--- src/design/lsa_ram.sv ---
`default_nettype none
module lsa_ram #(
  parameter int Width = 8,
  parameter int Depth = 256
) (
  input  wire logic                                   clk_i,
  input  wire logic                                   we_i,
  input  wire logic [((Depth > 1) ? $clog2(Depth) : 1)-1:0] waddr_i,
  input  wire logic [Width-1:0]                       wdata_i,
  input  wire logic [((Depth > 1) ? $clog2(Depth) : 1)-1:0] raddr_i,
  output logic      [Width-1:0]                       rdata_o
);

  logic [Width-1:0] mem_q [Depth];

  always_ff @(posedge clk_i) begin
    if (we_i) begin
      mem_q[waddr_i] <= wdata_i;
    end
    rdata_o <= mem_q[raddr_i];
  end

endmodule
`default_nettype wire

--- config.mk ---
export PLATFORM = sky130hd
export DESIGN_NAME = lsa_ram
export DESIGN_NICKNAME = d
export VERILOG_FILES = /design/src/design/lsa_ram.sv
export SDC_FILE = /design/constraint.sdc
export NUM_CORES = 2
export LEC_CHECK = 0
export BUFFER_PORTS_ARGS = -buffer_cell sky130_fd_sc_hd__clkbuf_2
export CAP_MARGIN = 20
export CORE_ASPECT_RATIO = 0.75
export CORE_UTILIZATION = 45
export CTS_BUF_LIST = sky130_fd_sc_hd__clkbuf_4 sky130_fd_sc_hd__clkbuf_8
export DETAILED_ROUTE_END_ITERATION = 10
export HOLD_SLACK_MARGIN = 0.08
export SKIP_CTS_REPAIR_TIMING = 1
export SYNTH_ARGS = -nofsm -noshare
export SYNTH_HDL_FRONTEND = slang
export SYNTH_SLANG_ARGS = --single-unit
--- constraint.sdc ---
create_clock -name clk_i -period 3 [get_ports clk_i]
set_input_delay 0.6 -clock clk_i [delete_from_list [all_inputs] [get_ports clk_i]]
set_output_delay 0.6 -clock clk_i [all_outputs]
set_load 0.05 [all_outputs]
==> results by group <==
Floorplan
  – CORE AREA: 0.1754 sq mm
  – I/O Pins: 34
  – Die W: around 500 um
  – Cell row count: 133
  – Die H: 366.1 um
  – Die area: around 0.18 sq mm
  – Starting Density: 0.4536

Timing
  – Final cycle utilization of the critical path: 0.9486
  – Crit path time final: approximately 2.8 ns
  – Final setup violation count: 0
  – Final worst setup slack: 0.1542 ns
  – Final Hold Fails: 0
  – Max transition margin: 0.2755
  – Clock Skew: 0.06551 ns
  – Tightest Pin Transition: approximately 1.1 ns
  – Max Fclk: 351.4 MHz
  – RSZ-0062 raised after global routing: false
  – Slew Viols, Final: 0

Clock tree
  – CTS tree: built
  – CTS clk-pin slew, worst paths: about 0.070 ns
  – CTS sink cnt: a little over 2000
  – Clock latency on the worst-skew pair: 1.04 ns
  – Num CTS Buffers: 320
  – H-tree levels: 5
  – Root buffer selected by CTS: clkbuf_8
  – Longest Clk Path Bufs: 4

Drt
  – Vias: 41441
  – Starting DRT DRC Count: approximately 5000
  – DRT Wirelength: 206600 um
  – Routed Antenna Nets: 0
  – Drt wl/cell: 29.04 um
  – DR pass1 iterations: 5
  – Vias per cell: 5.827
  – DRC viols: 0

Power
  – Leakage: 30.29 nW
  – Tot Pwr: ~58 mW
  – Pwr per Cell Area: a little over 600 mW/mm^2
  – Peak supply drop: 450.4 uV

Layout
  – Fin nets: 4552
  – FF/Latch Area: roughly 0.06 sq mm
  – Filler Cells Inserted: 13739
  – Commonest cells after routing, fill and taps aside: edfxtp_1, buf_4, mux4_2, clkbuf_8, nor2_1
  – Commonest non-fill, non-tap cell in the layout: edfxtp_1
  – Footprint of the multi-input gates: roughly 0.017 sq mm
  – Share of layout cells above drive strength 1: 0.3466
  – Area grow syn2layout: 17.29%

Synthesis
  – Seq/Total Area, Yosys: 0.7750
  – Post-Syn Nets: 3759
  – Ys Warns: 0
  – Post-synthesis register bit count: 2056
  – Mapped Cells: around 3700
  – Main synth FF type: edfxtp_1
  – Syn Std Cell Area: 0.07956 sq mm
  – EDFF count, synth: 2048
  – Fraction of registers with async set/reset: 0
  – Cell variety after synth: between 50 and 60
  – Mean Syn Cell Area: ~21 sq um

Worst hold path
  – HP Class: input pin to flop

Outcome
  – Status: finished clean

Global routing
  – Largest net degree at the start of global routing: around 110
  – Vias in the first global route: 41237
  – Gr busiest metal: met1
  – Met2 usage: 0.3319
  – Total track usage: 0.2325
  – Global-route wire length before repair: 297300 um
  – Total gr overflow: 0
  – Grt met1 use: 0.3638
  – Met3 Track Usage GR: 0.04574
  – Initial antenna violation count: 10

Critical path
  – Critical Path RT: 3.87 ns
  – Critical path class: flop to flop
  – CP Data Arrival Time: ~3.7 ns
  – CP Launch Type: flop
  – Type of element capturing the critical path: flop
  – CP max FO: 1

Job
  – Maxcap violations: 0

Place
  – Hpwl dp: ~130000 um
  – DP Worst Slack: -0.8702 ns
  – Port buffer count: 33
  – Final GP Congestion: 0.8820
path summary, 6_finish.rpt:
kind / start / end / slack (ns) / cells after the start
max reg2reg: mem_q[71][2]$_DFFE_PP_ / rdata_o[2]$_DFF_P_ / 0.15 / 6
max: mem_q[71][2]$_DFFE_PP_ / rdata_o[2]$_DFF_P_ / 0.15 / 6
min: wdata_i[0] / mem_q[217][0]$_DFFE_PP_ / 0.15 / 1
min reg2reg: mem_q[32][5]$_DFFE_PP_ / rdata_o[5]$_DFF_P_ / 0.97 / 7
logic make-up (layout without fill, tap and decap cells):
family	after synthesis	count (layout)	share of synthesized area
buffers and inverters	235	1245	0.01831
AOI/OAI and AO/OA	385	385	0.03419
muxes	591	591	0.1462
other	0	7	0
DFF	2056	2056	0.7750
and+or+nand+nor	466	466	0.02628
synth_stat cells, types with 3 or more instances:
library cell | instances | area share
clkbuf_1 | 111 | 0.0052
a21oi_1 | 96 | 0.0060
o22ai_1 | 28 | 0.0022
or2_2 | 4 | 0.00031
nand2b_1 | 8 | 0.00063
a221oi_1 | 13 | 0.0014
a22oi_1 | 133 | 0.013
mux2i_1 | 134 | 0.017
o221ai_1 | 46 | 0.0051
buf_6 | 21 | 0.0030
o211ai_1 | 10 | 0.00094
a22o_1 | 8 | 0.00088
and2_1 | 6 | 0.00047
mux4_2 | 454 | 0.13
dfxtp_1 | 8 | 0.0020
nor2_1 | 282 | 0.013
buf_12 | 8 | 0.0020
nand4_1 | 10 | 0.00079
edfxtp_1 | 2048 | 0.77
buf_2 | 31 | 0.0020
nor4_2 | 3 | 0.00047
buf_1 | 22 | 0.0010
o22a_1 | 5 | 0.00055
nor2b_1 | 31 | 0.0024
nand3_1 | 34 | 0.0021
nor3_1 | 22 | 0.0014
o21ai_0 | 10 | 0.00063
buf_8 | 13 | 0.0025
buf_4 | 27 | 0.0025
nor4_1 | 24 | 0.0019
o32ai_1 | 4 | 0.00044
a211oi_1 | 16 | 0.0015
nand2_1 | 33 | 0.0016
per-layer routing:
layer | up-vias | routed length (um)
met5 | - | 0
met4 | 0 | 4307
met3 | 303 | 18900
met2 | 1979 | 91380
met1 | 21837 | 91960
li1 | 17322 | -
stage by stage:
stage	instance area, sq um	std cells	TNS, ns	utilization	hold WS, ns
after detailed placement	87290	6557	-4.373	0.4977	0.9743
after CTS	93210	7096	0	0.5314	-0.1488
final	93310	7112	0	0.5320	0.1511
after floorplan	79560	3733	0	-	0.6989
after global routing	93310	7110	0	0.5320	0.1301
after global placement	87260	6554	-6.689	0.4975	0.9777
flip-flops by register name (all words and copies together), names as in the netlist:
register / count
mem_q: 2048
rdata_o: 8
cell type report:
type	count	share of cell area
well taps	2362	0.03167
diodes	7	0.0001877
flip-flops and latches	2056	0.6608
clock buffers	430	0.05692
clock inverters	109	0.006557
repair buffers	704	0.06677
inverters	2	0.00008045
multi-input cells	1442	0.1770
critical path, cell delays in order, from the launching register on:
cell,delay (ns)
edfxtp_1,0.36
mux4_2,0.49
mux4_2,0.55
nor2b_1,0.19
nor4_1,0.80
buf_4,0.25
nor4_2,0.04
power breakdown:
part	switching (mW)	internal [mW]	total, mW
combinational	2.07	1.31	3.38
clock	10.6	11.9	22.5
sequential	0.0614	31.7	31.7
Note: power is estimated with default switching activity, not from simulation.
